==> src/rtl/usbtp_pkg.sv <==
// ----------------------------------------------------------------------------
// USB transfer packetizer package
// Constants, codes and shared types of the packetizer front and back parts.
// ----------------------------------------------------------------------------
package usbtp_pkg;

    // Largest number of data packets that one request may need.
    localparam int MAX_DATA_PACKETS = 62;

    // Per-endpoint toggle store: one bit for each device address and endpoint.
    localparam int TOGGLE_DEPTH = 2048;
    localparam int TOGGLE_AW    = 11;

    // Command queue between front and back; the depth is a power of two.
    localparam int QUEUE_DEPTH = 2;
    localparam int QUEUE_AW    = $clog2(QUEUE_DEPTH);
    localparam int QUEUE_CW    = $clog2(QUEUE_DEPTH + 1);

    // Transfer modes on the input channel.
    localparam logic [1:0] MODE_CONTROL = 2'd0;
    localparam logic [1:0] MODE_BULK    = 2'd1;
    localparam logic [1:0] MODE_ISO     = 2'd2;

    // Token kinds on the result channel.
    localparam logic [1:0] PID_SETUP = 2'd0;
    localparam logic [1:0] PID_IN    = 2'd1;
    localparam logic [1:0] PID_OUT   = 2'd2;

    // Length codes of the setup packet and of a zero-length packet.
    localparam logic [10:0] SETUP_LENGTH = 11'd7;
    localparam logic [10:0] NULL_LENGTH  = 11'h7FF;

    // Class of a request as decided by the front part.
    typedef enum logic [1:0] {
        KIND_CONTROL,
        KIND_BULK,
        KIND_ISO,
        KIND_REJECT
    } kind_t;

    // Classified request as it travels through the command queue.
    typedef struct packed {
        kind_t       kind;
        logic        dir_out;
        logic [6:0]  dev_addr;
        logic [3:0]  ep_num;
        logic [9:0]  max_packet;
        logic [15:0] xfer_len;
        logic [31:0] buf_addr;
        logic [31:0] setup_addr;
    } cmd_t;

    // One packet descriptor on the result channel.
    typedef struct packed {
        logic [1:0]  pid;
        logic [6:0]  target_addr;
        logic [3:0]  target_ep;
        logic        toggle;
        logic [10:0] length_code;
        logic [31:0] pkt_addr;
        logic        iso;
        logic        ioc;
        logic        req_error;
        logic        last;
    } desc_t;

    // Sequencer states of the back part.
    typedef enum logic [2:0] {
        ST_CLEAR,
        ST_IDLE,
        ST_LOAD,
        ST_SETUP,
        ST_DATA,
        ST_STATUS,
        ST_ERROR
    } state_t;

endpackage

==> src/rtl/usb_transfer_packetizer_unit.sv <==
// ----------------------------------------------------------------------------
// USB transfer packetizer
// Expands transfer requests into USB packet descriptors in schedule order.
//
//   Channel   Ports      Word
//   request   s_axis     one transfer request, mode in s_tuser
//   packet    m_axis     one packet descriptor, token kind in m_tuser
//
// A rejected request gives one descriptor, a non-control request its data
// packets and a control request a setup packet, its data packets and a status
// packet. The sequencer emits one descriptor a cycle unless the packet side
// stalls; a non-control request first waits in the load state on the
// registered toggle memory read. After reset the toggle memory is cleared,
// during which no request is taken. A stall on the packet side holds the
// descriptor in the output register; up to two requests wait in the queue.
// ----------------------------------------------------------------------------
module usb_transfer_packetizer_unit (
    input  logic         aclk,
    input  logic         aresetn,
    input  logic         s_tvalid,
    output logic         s_tready,
    // s_tuser: mode
    input  logic [1:0]   s_tuser,
    // s_tdata: direction_out, device_address, endpoint_number, max_packet,
    //          transfer_length, buffer_address, setup_address, zero fill
    input  logic [103:0] s_tdata,
    output logic         m_tvalid,
    input  logic         m_tready,
    // m_tuser: packet_id
    output logic [1:0]   m_tuser,
    // m_tdata: target_address, target_endpoint, data_toggle, length_code,
    //          packet_address, isochronous, interrupt_on_complete,
    //          request_error, zero fill
    output logic [63:0]  m_tdata,
    output logic         m_tlast
);

    logic             queue_full;
    logic             queue_valid;
    logic             queue_pop;
    logic             push;
    logic             init_done;
    usbtp_pkg::cmd_t  push_cmd;
    usbtp_pkg::cmd_t  head_cmd;
    usbtp_pkg::desc_t desc;

    // Request classification.
    usbtp_front u_front (
        .s_tvalid   (s_tvalid),
        .s_tready   (s_tready),
        .s_tuser    (s_tuser),
        .s_tdata    (s_tdata),
        .queue_full (queue_full),
        .init_done  (init_done),
        .push       (push),
        .push_cmd   (push_cmd)
    );

    // Queue between the two parts.
    usbtp_cmd_queue u_queue (
        .aclk     (aclk),
        .aresetn  (aresetn),
        .push     (push),
        .push_cmd (push_cmd),
        .pop      (queue_pop),
        .full     (queue_full),
        .valid    (queue_valid),
        .head     (head_cmd)
    );

    // Descriptor sequencer.
    usbtp_back u_back (
        .aclk      (aclk),
        .aresetn   (aresetn),
        .cmd_valid (queue_valid),
        .cmd       (head_cmd),
        .cmd_pop   (queue_pop),
        .init_done (init_done),
        .out_valid (m_tvalid),
        .out_ready (m_tready),
        .out_desc  (desc)
    );

    // Descriptor packing.
    assign m_tuser = desc.pid;
    assign m_tlast = desc.last;
    assign m_tdata = {6'd0, desc.req_error, desc.ioc, desc.iso, desc.pkt_addr,
                      desc.length_code, desc.toggle, desc.target_ep, desc.target_addr};

endmodule

==> src/rtl/usbtp_ram.sv <==
// ----------------------------------------------------------------------------
// Generic single-port-write RAM
// One write port and one read port with a registered read.
// ----------------------------------------------------------------------------
module usbtp_ram #(
    parameter int WIDTH = 1,
    parameter int DEPTH = 16
) (
    input  logic                     aclk,
    input  logic                     we,
    input  logic [$clog2(DEPTH)-1:0] waddr,
    input  logic [WIDTH-1:0]         wdata,
    input  logic                     re,
    input  logic [$clog2(DEPTH)-1:0] raddr,
    output logic [WIDTH-1:0]         rdata
);

    logic [WIDTH-1:0] mem_reg [DEPTH];
    logic [WIDTH-1:0] rdata_reg;

    // Write and registered read.
    always_ff @(posedge aclk) begin
        if (we) begin
            mem_reg[waddr] <= wdata;
        end
        if (re) begin
            rdata_reg <= mem_reg[raddr];
        end
    end

    assign rdata = rdata_reg;

endmodule

==> src/rtl/usbtp_front.sv <==
// ----------------------------------------------------------------------------
// USB transfer packetizer front part
// Unpacks request words and classifies them before they enter the queue.
// ----------------------------------------------------------------------------
module usbtp_front (
    input  logic              s_tvalid,
    output logic              s_tready,
    input  logic [1:0]        s_tuser,
    input  logic [103:0]      s_tdata,
    input  logic              queue_full,
    input  logic              init_done,
    output logic              push,
    output usbtp_pkg::cmd_t   push_cmd
);

    logic [16:0]       len_limit;
    logic              too_many;
    logic              empty_len;
    usbtp_pkg::kind_t  kind;

    // Words are taken whenever the queue has room and the toggle store is clear.
    assign s_tready = !queue_full && init_done;
    assign push     = s_tvalid && s_tready;

    // Request fields.
    assign push_cmd.kind       = kind;
    assign push_cmd.dir_out    = s_tdata[0];
    assign push_cmd.dev_addr   = s_tdata[7:1];
    assign push_cmd.ep_num     = s_tdata[11:8];
    assign push_cmd.max_packet = s_tdata[21:12];
    assign push_cmd.xfer_len   = s_tdata[37:22];
    assign push_cmd.buf_addr   = s_tdata[69:38];
    assign push_cmd.setup_addr = s_tdata[101:70];

    // More packets than allowed exactly when the length exceeds the limit
    // times the packet size; a zero packet size rejects any nonempty stage.
    assign len_limit = 17'(push_cmd.max_packet) * 17'(usbtp_pkg::MAX_DATA_PACKETS);
    assign too_many  = {1'b0, push_cmd.xfer_len} > len_limit;
    assign empty_len = push_cmd.xfer_len == 16'd0;

    // Classification by mode.
    always_comb begin
        case (s_tuser)
            usbtp_pkg::MODE_CONTROL: begin
                kind = too_many ? usbtp_pkg::KIND_REJECT : usbtp_pkg::KIND_CONTROL;
            end
            usbtp_pkg::MODE_BULK: begin
                kind = (too_many || empty_len) ? usbtp_pkg::KIND_REJECT
                                               : usbtp_pkg::KIND_BULK;
            end
            usbtp_pkg::MODE_ISO: begin
                kind = (too_many || empty_len) ? usbtp_pkg::KIND_REJECT
                                               : usbtp_pkg::KIND_ISO;
            end
            default: begin
                kind = usbtp_pkg::KIND_REJECT;
            end
        endcase
    end

endmodule

==> src/rtl/usbtp_cmd_queue.sv <==
// ----------------------------------------------------------------------------
// USB transfer packetizer command queue
// Short queue of classified requests between the front and back parts.
// ----------------------------------------------------------------------------
module usbtp_cmd_queue (
    input  logic            aclk,
    input  logic            aresetn,
    input  logic            push,
    input  usbtp_pkg::cmd_t push_cmd,
    input  logic            pop,
    output logic            full,
    output logic            valid,
    output usbtp_pkg::cmd_t head
);

    usbtp_pkg::cmd_t                  entry_reg [usbtp_pkg::QUEUE_DEPTH];
    logic [usbtp_pkg::QUEUE_AW-1:0]   wr_ptr_reg;
    logic [usbtp_pkg::QUEUE_AW-1:0]   wr_ptr_next;
    logic [usbtp_pkg::QUEUE_AW-1:0]   rd_ptr_reg;
    logic [usbtp_pkg::QUEUE_AW-1:0]   rd_ptr_next;
    logic [usbtp_pkg::QUEUE_CW-1:0]   count_reg;
    logic [usbtp_pkg::QUEUE_CW-1:0]   count_next;

    // Pointer and fill count update.
    always_comb begin
        wr_ptr_next = push ? wr_ptr_reg + 1'b1 : wr_ptr_reg;
        rd_ptr_next = pop ? rd_ptr_reg + 1'b1 : rd_ptr_reg;
        count_next  = count_reg;
        if (push && !pop) begin
            count_next = count_reg + 1'b1;
        end else if (pop && !push) begin
            count_next = count_reg - 1'b1;
        end
    end

    always_ff @(posedge aclk) begin
        if (!aresetn) begin
            wr_ptr_reg <= '0;
            rd_ptr_reg <= '0;
            count_reg  <= '0;
        end else begin
            wr_ptr_reg <= wr_ptr_next;
            rd_ptr_reg <= rd_ptr_next;
            count_reg  <= count_next;
        end
    end

    // Entry storage.
    always_ff @(posedge aclk) begin
        if (push) begin
            entry_reg[wr_ptr_reg] <= push_cmd;
        end
    end

    assign full  = count_reg == usbtp_pkg::QUEUE_CW'(usbtp_pkg::QUEUE_DEPTH);
    assign valid = count_reg != '0;
    assign head  = entry_reg[rd_ptr_reg];

endmodule

==> src/rtl/usbtp_back.sv <==
// ----------------------------------------------------------------------------
// USB transfer packetizer back part
// Sequencer that turns queued requests into packet descriptors and keeps the
// per-endpoint data toggle.
// ----------------------------------------------------------------------------
module usbtp_back (
    input  logic             aclk,
    input  logic             aresetn,
    input  logic             cmd_valid,
    input  usbtp_pkg::cmd_t  cmd,
    output logic             cmd_pop,
    output logic             init_done,
    output logic             out_valid,
    input  logic             out_ready,
    output usbtp_pkg::desc_t out_desc
);

    usbtp_pkg::state_t              state_reg, state_next;
    logic [usbtp_pkg::TOGGLE_AW-1:0] clear_cnt_reg, clear_cnt_next;
    logic                           init_done_reg, init_done_next;
    usbtp_pkg::kind_t               kind_reg, kind_next;
    logic                           dir_out_reg, dir_out_next;
    logic [6:0]                     dev_addr_reg, dev_addr_next;
    logic [3:0]                     ep_num_reg, ep_num_next;
    logic [9:0]                     mp_reg, mp_next;
    logic [15:0]                    remain_reg, remain_next;
    logic [31:0]                    pkt_addr_reg, pkt_addr_next;
    logic [31:0]                    setup_addr_reg, setup_addr_next;
    logic                           tog_reg, tog_next;
    logic                           out_valid_reg, out_valid_next;
    usbtp_pkg::desc_t               desc_reg, desc_next;

    logic                           ram_we;
    logic [usbtp_pkg::TOGGLE_AW-1:0] ram_waddr;
    logic [0:0]                     ram_wdata;
    logic                           ram_re;
    logic [usbtp_pkg::TOGGLE_AW-1:0] ram_raddr;
    logic [0:0]                     ram_rdata;

    logic                           out_free;
    logic                           last_chunk;
    logic [9:0]                     chunk;
    logic                           is_ctrl;
    logic [usbtp_pkg::TOGGLE_AW-1:0] tog_idx;

    // Toggle store, one bit per device endpoint.
    usbtp_ram #(
        .WIDTH (1),
        .DEPTH (usbtp_pkg::TOGGLE_DEPTH)
    ) u_toggle_ram (
        .aclk  (aclk),
        .we    (ram_we),
        .waddr (ram_waddr),
        .wdata (ram_wdata),
        .re    (ram_re),
        .raddr (ram_raddr),
        .rdata (ram_rdata)
    );

    // Size of the next data packet and whether it ends the data stage.
    assign last_chunk = {6'd0, mp_reg} >= remain_reg;
    assign chunk      = last_chunk ? remain_reg[9:0] : mp_reg;
    assign is_ctrl    = kind_reg == usbtp_pkg::KIND_CONTROL;
    assign tog_idx    = {dev_addr_reg, ep_num_reg};
    assign out_free   = !out_valid_reg || out_ready;

    // Next state and outputs of the sequencer.
    always_comb begin
        state_next      = state_reg;
        clear_cnt_next  = clear_cnt_reg;
        init_done_next  = init_done_reg;
        kind_next       = kind_reg;
        dir_out_next    = dir_out_reg;
        dev_addr_next   = dev_addr_reg;
        ep_num_next     = ep_num_reg;
        mp_next         = mp_reg;
        remain_next     = remain_reg;
        pkt_addr_next   = pkt_addr_reg;
        setup_addr_next = setup_addr_reg;
        tog_next        = tog_reg;
        out_valid_next  = out_valid_reg && !out_ready;
        desc_next       = desc_reg;
        cmd_pop         = 1'b0;
        ram_we          = 1'b0;
        ram_waddr       = tog_idx;
        ram_wdata       = 1'b0;
        ram_re          = 1'b0;
        ram_raddr       = {cmd.dev_addr, cmd.ep_num};

        case (state_reg)
            // Zero the toggle store after reset, one entry a cycle.
            usbtp_pkg::ST_CLEAR: begin
                ram_we         = 1'b1;
                ram_waddr      = clear_cnt_reg;
                clear_cnt_next = clear_cnt_reg + 1'b1;
                if (clear_cnt_reg == '1) begin
                    init_done_next = 1'b1;
                    state_next     = usbtp_pkg::ST_IDLE;
                end
            end

            // Take the next request and start the toggle read.
            usbtp_pkg::ST_IDLE: begin
                if (cmd_valid) begin
                    cmd_pop         = 1'b1;
                    ram_re          = 1'b1;
                    kind_next       = cmd.kind;
                    dir_out_next    = cmd.dir_out;
                    dev_addr_next   = cmd.dev_addr;
                    ep_num_next     = cmd.ep_num;
                    mp_next         = cmd.max_packet;
                    remain_next     = cmd.xfer_len;
                    pkt_addr_next   = cmd.buf_addr;
                    setup_addr_next = cmd.setup_addr;
                    case (cmd.kind)
                        usbtp_pkg::KIND_CONTROL: state_next = usbtp_pkg::ST_SETUP;
                        usbtp_pkg::KIND_BULK:    state_next = usbtp_pkg::ST_LOAD;
                        usbtp_pkg::KIND_ISO:     state_next = usbtp_pkg::ST_LOAD;
                        default:                 state_next = usbtp_pkg::ST_ERROR;
                    endcase
                end
            end

            // The stored toggle of the endpoint is now available.
            usbtp_pkg::ST_LOAD: begin
                tog_next   = ram_rdata[0];
                state_next = usbtp_pkg::ST_DATA;
            end

            // Setup packet of a control transfer.
            usbtp_pkg::ST_SETUP: begin
                if (out_free) begin
                    out_valid_next        = 1'b1;
                    desc_next             = '0;
                    desc_next.pid         = usbtp_pkg::PID_SETUP;
                    desc_next.target_addr = dev_addr_reg;
                    desc_next.target_ep   = ep_num_reg;
                    desc_next.length_code = usbtp_pkg::SETUP_LENGTH;
                    desc_next.pkt_addr    = setup_addr_reg;
                    tog_next              = 1'b1;
                    state_next = (remain_reg == 16'd0) ? usbtp_pkg::ST_STATUS
                                                       : usbtp_pkg::ST_DATA;
                end
            end

            // One data packet a word; the last one of a non-control request writes the toggle back.
            usbtp_pkg::ST_DATA: begin
                if (out_free) begin
                    out_valid_next        = 1'b1;
                    desc_next             = '0;
                    desc_next.pid         = dir_out_reg ? usbtp_pkg::PID_OUT
                                                        : usbtp_pkg::PID_IN;
                    desc_next.target_addr = dev_addr_reg;
                    desc_next.target_ep   = ep_num_reg;
                    desc_next.toggle      = tog_reg;
                    desc_next.length_code = {1'b0, chunk - 10'd1};
                    desc_next.pkt_addr    = pkt_addr_reg;
                    desc_next.iso         = kind_reg == usbtp_pkg::KIND_ISO;
                    desc_next.ioc         = last_chunk && !is_ctrl;
                    desc_next.last        = last_chunk && !is_ctrl;
                    tog_next              = !tog_reg;
                    remain_next           = remain_reg - {6'd0, chunk};
                    pkt_addr_next         = pkt_addr_reg + {22'd0, mp_reg};
                    if (last_chunk) begin
                        if (is_ctrl) begin
                            state_next = usbtp_pkg::ST_STATUS;
                        end else begin
                            ram_we     = 1'b1;
                            ram_wdata  = !tog_reg;
                            state_next = usbtp_pkg::ST_IDLE;
                        end
                    end
                end
            end

            // Zero-length status packet in the opposite direction.
            usbtp_pkg::ST_STATUS: begin
                if (out_free) begin
                    out_valid_next        = 1'b1;
                    desc_next             = '0;
                    desc_next.pid         = dir_out_reg ? usbtp_pkg::PID_IN
                                                        : usbtp_pkg::PID_OUT;
                    desc_next.target_addr = dev_addr_reg;
                    desc_next.target_ep   = ep_num_reg;
                    desc_next.toggle      = 1'b1;
                    desc_next.length_code = usbtp_pkg::NULL_LENGTH;
                    desc_next.last        = 1'b1;
                    state_next            = usbtp_pkg::ST_IDLE;
                end
            end

            // Single result of a rejected request.
            usbtp_pkg::ST_ERROR: begin
                if (out_free) begin
                    out_valid_next      = 1'b1;
                    desc_next           = '0;
                    desc_next.req_error = 1'b1;
                    desc_next.last      = 1'b1;
                    state_next          = usbtp_pkg::ST_IDLE;
                end
            end

            default: begin
                state_next = usbtp_pkg::ST_IDLE;
            end
        endcase
    end

    // Control registers.
    always_ff @(posedge aclk) begin
        if (!aresetn) begin
            state_reg     <= usbtp_pkg::ST_CLEAR;
            clear_cnt_reg <= '0;
            init_done_reg <= 1'b0;
            out_valid_reg <= 1'b0;
        end else begin
            state_reg     <= state_next;
            clear_cnt_reg <= clear_cnt_next;
            init_done_reg <= init_done_next;
            out_valid_reg <= out_valid_next;
        end
    end

    // Request and descriptor registers.
    always_ff @(posedge aclk) begin
        kind_reg       <= kind_next;
        dir_out_reg    <= dir_out_next;
        dev_addr_reg   <= dev_addr_next;
        ep_num_reg     <= ep_num_next;
        mp_reg         <= mp_next;
        remain_reg     <= remain_next;
        pkt_addr_reg   <= pkt_addr_next;
        setup_addr_reg <= setup_addr_next;
        tog_reg        <= tog_next;
        desc_reg       <= desc_next;
    end

    assign init_done = init_done_reg;
    assign out_valid = out_valid_reg;
    assign out_desc  = desc_reg;

endmodule

==> config.mk <==
export PLATFORM = sky130hd
export DESIGN_NAME = usb_transfer_packetizer_unit
export DESIGN_NICKNAME = d
export VERILOG_FILES = /design/src/rtl/usbtp_pkg.sv /design/src/rtl/usb_transfer_packetizer_unit.sv /design/src/rtl/usbtp_ram.sv /design/src/rtl/usbtp_front.sv /design/src/rtl/usbtp_cmd_queue.sv /design/src/rtl/usbtp_back.sv
export SDC_FILE = /design/constraint.sdc
export NUM_CORES = 2
export LEC_CHECK = 0
export ABC_AREA = 1
export BUFFER_PORTS_ARGS = -buffer_cell sky130_fd_sc_hd__buf_2
export CORE_ASPECT_RATIO = 0.7
export CORE_UTILIZATION = 30
export CTS_CLUSTER_SIZE = 12
export DETAILED_ROUTE_END_ITERATION = 10
export SETUP_SLACK_MARGIN = 0.02
export SYNTH_ARGS = -nofsm -noshare
export SYNTH_HDL_FRONTEND = slang
export SYNTH_SLANG_ARGS = --single-unit
==> constraint.sdc <==
create_clock -name aclk -period 166.9 [get_ports aclk]
set_input_delay 33.38 -clock aclk [delete_from_list [all_inputs] [get_ports aclk]]
set_output_delay 33.38 -clock aclk [all_outputs]
set_load 0.02 [all_outputs]
Word level (Yosys, flattened, before mapping)

Memories as Yosys holds them, arrays and structs flattened. A register that Yosys moved wholly into a read port is not among the register bits.
Index checks and enable logic that the tools add are counted.

$mul: 1
$add $sub $neg: 8
Equal/unequal tests: 21
Order comparisons: 2
Multiplexer cells: 52
Reductions and logical operators: 35

Operator list:

| operator                                            | number |
|---|---|
| 2-to-1 mux 61 bit                                   | 4 |
| one-hot mux 61 bit (4 select lines)                 | 1 |
| 2-to-1 mux 32 bit                                   | 2 |
| one-hot mux 32 bit (2 select lines)                 | 1 |
| adder 32 x 10 -> 32 bit                             | 1 |
| zero test 16 bit                                    | 2 |
| 2-to-1 mux 16 bit                                   | 2 |
| one-hot mux 16 bit (2 select lines)                 | 1 |
| 2-to-1 mux 1 bit                                    | 21 |
| 2-to-1 mux 3 bit                                    | 7 |
| one-hot mux 3 bit (6 select lines)                  | 1 |
| >= comparator 10 x 16 -> 1 bit                      | 1 |
| greater-than comparator 16 bit                      | 1 |
| subtractor 16 x 10 -> 16 bit                        | 1 |
| multiplier 10 x 5 -> 15 bit (second input constant) | 1 |
| != test 2 x 1 -> 1 bit (second input constant)      | 7 |
| 2-to-1 mux 2 bit                                    | 6 |
| adder 11 x 1 -> 11 bit (second input constant)      | 1 |
| equality test 11 bit (second input constant)        | 1 |
| 2-to-1 mux 11 bit                                   | 1 |
| 2-to-1 mux 10 bit                                   | 1 |
| subtractor 10 x 1 -> 10 bit (second input constant) | 1 |
| equality test 3 bit (second input constant)         | 3 |
| equality test 2 bit (second input constant)         | 4 |
| other kinds (25)                                    | 47 |

Bits of input ports: 110
Word-level logic and storage cells: 147
Bits in registers: 186
Bits in writable memories: 2256
Memories: 2
Output and inout bits: 69

Memories:

| name                        | words | width | rd ports | clocked after Yosys merged registers in | write ports | line                  | source |
|---|---|---|---|---|---|---|---|
| u_back.u_toggle_ram.mem_reg | 2048  | 1     | 1        | 1                                       | 1           | usbtp_ram.sv:18       | `logic [WIDTH-1:0] mem_reg [DEPTH];` |
| u_queue.entry_reg           | 2     | 104   | 1        | 1                                       | 1           | usbtp_cmd_queue.sv:16 | `usbtp_pkg::cmd_t entry_reg [usbtp_pkg::QUEUE_DEPTH];` |

Logic depth before layout (Yosys ltp)

Word-level depth: 8
Mapped depth: 27
Depth with buffers taken out: 26

By module

From an unflattened synthesis, not the netlist that was laid out.

Cells, all modules: 11004
Area total of the unflattened synthesis: 111913.6 sq um

Modules (own cells, without submodules):

| module                       | area each (sq um) | times used | cells each | seq. area each (sq um) |
|---|---|---|---|---|
| usbtp_ram                    | 91785.5           | 1          | 9246       | 61529.0 |
| usbtp_back                   | 9440.3            | 1          | 1005       | 5305.1 |
| usbtp_cmd_queue              | 7983.9            | 1          | 359        | 6346.1 |
| usbtp_front                  | 2655.0            | 1          | 387        | 0.0 |
| usb_transfer_packetizer_unit | 48.8              | 1          | 7          | 0.0 |

Worst setup path after synthesis

No wires, ideal clock.

Path kind: in2reg
Start point: input m_tready
End point: memory u_back.u_toggle_ram.mem_reg[0], data pin
Cell stages on the path: 4
Setup slack: 76.375 ns
Data required time: 157.145 ns
Data arrival time: 80.770 ns
Library setup time: 9.755 ns
Path buffers: 0
Cells stage by stage: nor2_1 > inv_1 > nand2_1 > nor2_1

Longest elaborated chain between the ends: 3

Ends and longest elaborated chain:

| what                 | line                               | source |
|---|---|---|
| from (decl)          | usb_transfer_packetizer_unit.sv:28 | `input logic m_tready,` |
| logical OR 1 bit     | usbtp_back.sv:65                   | `assign out_free = !out_valid_reg \|\| out_ready;` |
| 2-to-1 mux 1 bit     | usbtp_back.sv:148                  | `if (out_free) begin` |
| 2-to-1 mux 1 bit     | usbtp_back.sv:90                   | `case (state_reg)` |
| via u_back.ram_wdata | usbtp_back.sv:35                   | `logic [0:0] ram_wdata;` |
| to (decl)            | usbtp_ram.sv:18                    |  |

The timed path passes the listed nets, and every way through them passes these cells.

Final worst setup path

Start point: input m_tready
End point: memory u_back.u_toggle_ram.mem_reg[205], data pin

The elaborated chain is that of the path after synthesis.

==> impl_metrics.xml <==
<?xml version="1.0" encoding="UTF-8"?>
<metrics>
  <group name="worst_setup_path">
    <metric name="worstPathMaxFanout" unit="">254</metric>
    <metric name="wp_data_arrival" unit="ns">40.27</metric>
    <metric name="start_kind" unit="">primary input</metric>
    <metric name="critical_path.top_delay_family" unit="">buffers and inverters</metric>
    <metric name="slowest_stage" unit="">sky130_fd_sc_hd__buf_4</metric>
    <metric name="cpPeakStageDelay" unit="ns">1.02</metric>
    <metric name="critPathBufInv" unit="">9</metric>
    <metric name="required_time_of_the_worst_setup_path" unit="ns">167.50</metric>
    <metric name="path_common_cell" unit="">sky130_fd_sc_hd__buf_4</metric>
    <metric name="setup.worst_path.class" unit="">primary input to flop</metric>
    <metric name="crit_path_cell_trace" unit="">buf_2, nor2_1, inv_1, nand2_1, nor2_4, buf_4, buf_12, buf_4, buf_4, buf_4, buf_4, buf_4</metric>
    <metric name="critPathCaptureType" unit="">flop</metric>
  </group>
  <group name="power_and_ir_drop">
    <metric name="power.ir.vdd_worst" unit="uV">16.1</metric>
    <metric name="powerDensity" unit="nW/um2">13.5</metric>
    <metric name="cell_leakage_power" unit="nW">42.5</metric>
  </group>
  <group name="finish">
    <metric name="final-instance-count-excl-fill" unit="">15500</metric>
    <metric name="syn_to_final_growth" unit="%">10.5</metric>
    <metric name="design.final.nets" unit="">10700</metric>
    <metric name="layout-drive-gt1-share" unit="">0.0631</metric>
    <metric name="largest_reg_flops" unit="">2048</metric>
  </group>
  <group name="timing">
    <metric name="worst-slew-pin-transition" unit="ns">1.24</metric>
    <metric name="timing.final.crit_share" unit="">0.238</metric>
    <metric name="setup-violations-final" unit="">0</metric>
    <metric name="final-max-slew-violation-count" unit="">0</metric>
    <metric name="maxSlewHeadroom" unit="">0.166</metric>
    <metric name="period_minus_slack" unit="ns">39.67</metric>
    <metric name="finalHoldViolCount" unit="">0</metric>
    <metric name="grt_setup_unrepaired" unit="">no</metric>
    <metric name="fmax" unit="MHz">25.2</metric>
    <metric name="hold-worst-slack" unit="ns">0.443</metric>
    <metric name="setup-tns-final" unit="ns">0</metric>
    <metric name="finClkSkew" unit="ns">0.0985</metric>
  </group>
  <group name="clock_tree">
    <metric name="clkTransAtPathRegs" unit="ns">0.06</metric>
    <metric name="cts-buffers-inserted" unit="">236</metric>
    <metric name="cts.sink_count" unit="">2444</metric>
    <metric name="worstSkewPairLatency" unit="ns">0.96</metric>
    <metric name="max-clock-path-buffers" unit="">4</metric>
    <metric name="cts_tree" unit="">yes</metric>
    <metric name="cts_hold_buffers" unit="">0</metric>
    <metric name="post-cts-setup-buffer-count" unit="">0</metric>
    <metric name="ctsHtreeMaxLevel" unit="">4</metric>
    <metric name="cts_root_buf" unit="">sky130_fd_sc_hd__clkbuf_16</metric>
    <metric name="post_cts_resized" unit="">0</metric>
  </group>
  <group name="die">
    <metric name="core-area" unit="um2">363000</metric>
    <metric name="die_x" unit="um">725</metric>
    <metric name="ioPinCount" unit="">179</metric>
    <metric name="die_area" unit="um2">368000</metric>
    <metric name="die_h" unit="um">508</metric>
    <metric name="initial_core_util" unit="">0.302</metric>
    <metric name="std_cell_rows" unit="">185</metric>
  </group>
  <group name="global_route">
    <metric name="antenna_found_initial" unit="">13</metric>
    <metric name="grt_max_degree" unit="">293</metric>
    <metric name="gr-total-overflow" unit="">0</metric>
    <metric name="first_global_vias" unit="">73200</metric>
    <metric name="grt_use_total" unit="">0.177</metric>
    <metric name="first_pass_grt_wire_length" unit="um">492000</metric>
  </group>
  <group name="synthesis">
    <metric name="asyncSetResetFlopFracSynth" unit="">0</metric>
    <metric name="synthesized_area_per_cell" unit="um2">10.1</metric>
    <metric name="yosys_register_bits" unit="">2444</metric>
    <metric name="postSynth.topFlopCell" unit="">sky130_fd_sc_hd__edfxtp_1</metric>
    <metric name="edff_count_synth" unit="">2423</metric>
    <metric name="ys_warn_count" unit="">0</metric>
    <metric name="synth_cells" unit="">10900</metric>
    <metric name="synth.distinct_cells" unit="">59</metric>
    <metric name="mappedNetlistArea" unit="um2">110000</metric>
    <metric name="synth-seq-area-share" unit="">0.668</metric>
  </group>
  <group name="routing">
    <metric name="dr.max_layer_used" unit="">met4</metric>
    <metric name="drc_errors" unit="">0</metric>
    <metric name="route.vias.total" unit="">79900</metric>
    <metric name="post_drt_via_cell_ratio" unit="">5.16</metric>
    <metric name="wl_met1" unit="um">149000</metric>
    <metric name="met3WireLength" unit="um">37100</metric>
    <metric name="drt-wirelength-per-cell" unit="um">22.0</metric>
    <metric name="initial_drt_markers" unit="">11500</metric>
    <metric name="route.met2.wl" unit="um">146000</metric>
    <metric name="detail-route-antenna-nets" unit="">0</metric>
    <metric name="firstDrtPassIters" unit="">6</metric>
    <metric name="drt-total-wl" unit="um">340000</metric>
  </group>
  <group name="outcome">
    <metric name="run_status" unit="">complete, no violations</metric>
  </group>
  <group name="placement">
    <metric name="gp_congestion" unit="">0.798</metric>
    <metric name="dpl.cell_count" unit="">15200</metric>
    <metric name="numPortBuffers" unit="">170</metric>
    <metric name="place_hpwl" unit="um">168000</metric>
  </group>
  <group name="job">
    <metric name="cap_viol_max_count" unit="">0</metric>
  </group>
  <group name="min_path">
    <metric name="min-delay-path-class" unit="">flop to flop</metric>
  </group>
</metrics>
## cells in the final DEF (no fill, tap or decap), types with 54 or more instances in the layout
master / count
sky130_fd_sc_hd__buf_2: 170
sky130_fd_sc_hd__buf_4: 123
sky130_fd_sc_hd__a21oi_1: 59
sky130_fd_sc_hd__clkbuf_16: 238
sky130_fd_sc_hd__o21ai_0: 117
sky130_fd_sc_hd__inv_1: 182
sky130_fd_sc_hd__nand2_1: 2583
sky130_fd_sc_hd__clkbuf_1: 54
sky130_fd_sc_hd__nand3_1: 2106
sky130_fd_sc_hd__nor2_1: 2146
sky130_fd_sc_hd__ha_1: 70
sky130_fd_sc_hd__edfxtp_1: 2423
## worst paths after layout
kind | startpoint | to | slack (ns) | cells after the start
min reg2reg | u_queue.rd_ptr_reg$_SDFFE_PN0P_ | flop | 0.44 | 1
min | u_queue.rd_ptr_reg$_SDFFE_PN0P_ | flop | 0.44 | 1
max | m_tready | u_back.u_toggle_ram.mem_reg[205]$_DFFE_PP_ | 127.24 | 12
max reg2reg | u_back.mp_reg[7]$_DFFE_PP_ | u_back.u_toggle_ram.mem_reg[205]$_DFFE_PP_ | 158.09 | 18
## kinds of logic after synthesis
family,after synthesis,share of synthesized area
AO/OA/AOI/OAI,243,0.0124
buffers and inverters,1083,0.0391
other,1,0.0000342
multiplexers,4,0.000377
adder cells (fa/ha/maj),95,0.0126
flip-flops,2444,0.668
AND/OR/NAND/NOR,6968,0.266
XOR/XNOR,28,0.00224
## per-layer routing
layer | vias to the layer above | GRT usage
met5 | - | 0
met4 | 0 | 0.0429
met3 | 543 | 0.0365
met2 | 3798 | 0.266
met1 | 39500 | 0.261
li1 | 36100 | -
## through the flow
step / util / area [um2] / setup slack (ns) / power [mW]
2_1_floorplan: - / 110000 / 76.38 / 0.970
3_3_place_gp: 0.316 / 115000 / 126.41 / 1.15
3_5_place_dp: 0.316 / 115000 / 126.34 / 1.16
4_1_cts: 0.333 / 121000 / 127.31 / 1.64
5_1_grt: 0.333 / 121000 / 126.66 / 1.69
6_report: 0.334 / 121000 / 127.24 / 1.64
## cell usage after synthesis (7+ instances only)
cell                          n  area share
sky130_fd_sc_hd__a21oi_1     59      0.0027
sky130_fd_sc_hd__a31oi_1      8     0.00046
sky130_fd_sc_hd__buf_1      250      0.0086
sky130_fd_sc_hd__buf_2      157      0.0072
sky130_fd_sc_hd__clkbuf_1   474       0.016
sky130_fd_sc_hd__dfxtp_1     21      0.0038
sky130_fd_sc_hd__edfxtp_1  2423        0.66
sky130_fd_sc_hd__fa_1        25      0.0046
sky130_fd_sc_hd__ha_1        70      0.0080
sky130_fd_sc_hd__inv_1      186      0.0064
sky130_fd_sc_hd__nand2_1   2603       0.089
sky130_fd_sc_hd__nand2_4     12      0.0012
sky130_fd_sc_hd__nand3_1   2108       0.096
sky130_fd_sc_hd__nand4_1     12     0.00068
sky130_fd_sc_hd__nor2_1    2161       0.074
sky130_fd_sc_hd__nor3_1      20     0.00091
sky130_fd_sc_hd__nor4_1       7     0.00040
sky130_fd_sc_hd__o211ai_1    17      0.0012
sky130_fd_sc_hd__o21ai_0    120      0.0055
sky130_fd_sc_hd__o21ai_1      9     0.00041
sky130_fd_sc_hd__or2_2       23      0.0013
sky130_fd_sc_hd__xnor2_1      7     0.00056
sky130_fd_sc_hd__xor2_1      21      0.0017
## worst register-to-register path, cell delays in order, from the launching register on
cell,delay [ns]
sky130_fd_sc_hd__edfxtp_1,0.52
sky130_fd_sc_hd__ha_1,0.36
sky130_fd_sc_hd__nand2_1,0.07
sky130_fd_sc_hd__inv_1,0.06
sky130_fd_sc_hd__nand3_1,0.08
sky130_fd_sc_hd__nor3_1,0.17
sky130_fd_sc_hd__nand2_1,0.11
sky130_fd_sc_hd__nand3_2,0.27
sky130_fd_sc_hd__nand3_1,0.22
sky130_fd_sc_hd__inv_2,0.10
sky130_fd_sc_hd__nand2_1,0.10
sky130_fd_sc_hd__nor2_4,0.09
sky130_fd_sc_hd__buf_4,0.73
sky130_fd_sc_hd__buf_12,0.68
sky130_fd_sc_hd__buf_4,1.14
sky130_fd_sc_hd__buf_4,1.03
sky130_fd_sc_hd__buf_4,0.98
sky130_fd_sc_hd__buf_4,0.86
sky130_fd_sc_hd__buf_4,0.91
## final cells by class
cell class              instances  area (um2)
diodes                          5        12.5
clock buffers                 295        6200
clock inverters                23         194
fillers                     36800      242000
inverters                     196         757
multi-input cells            7344       32600
flip-flops and latches       2444       73200
well taps                    4862        6080
repair buffers                308        2070
## where the power goes
| group | total (mW) | leakage (nW) | internal, mW | switching [mW] |
|---|---|---|---|---|
| logic | 0.451 | 12.2 | 0.0911 | 0.360 |
| registers | 0.702 | 27.2 | 0.693 | 0.00958 |
| clock network | 0.487 | 3.11 | 0.258 | 0.229 |
Note: power is estimated with default switching activity, not from simulation.
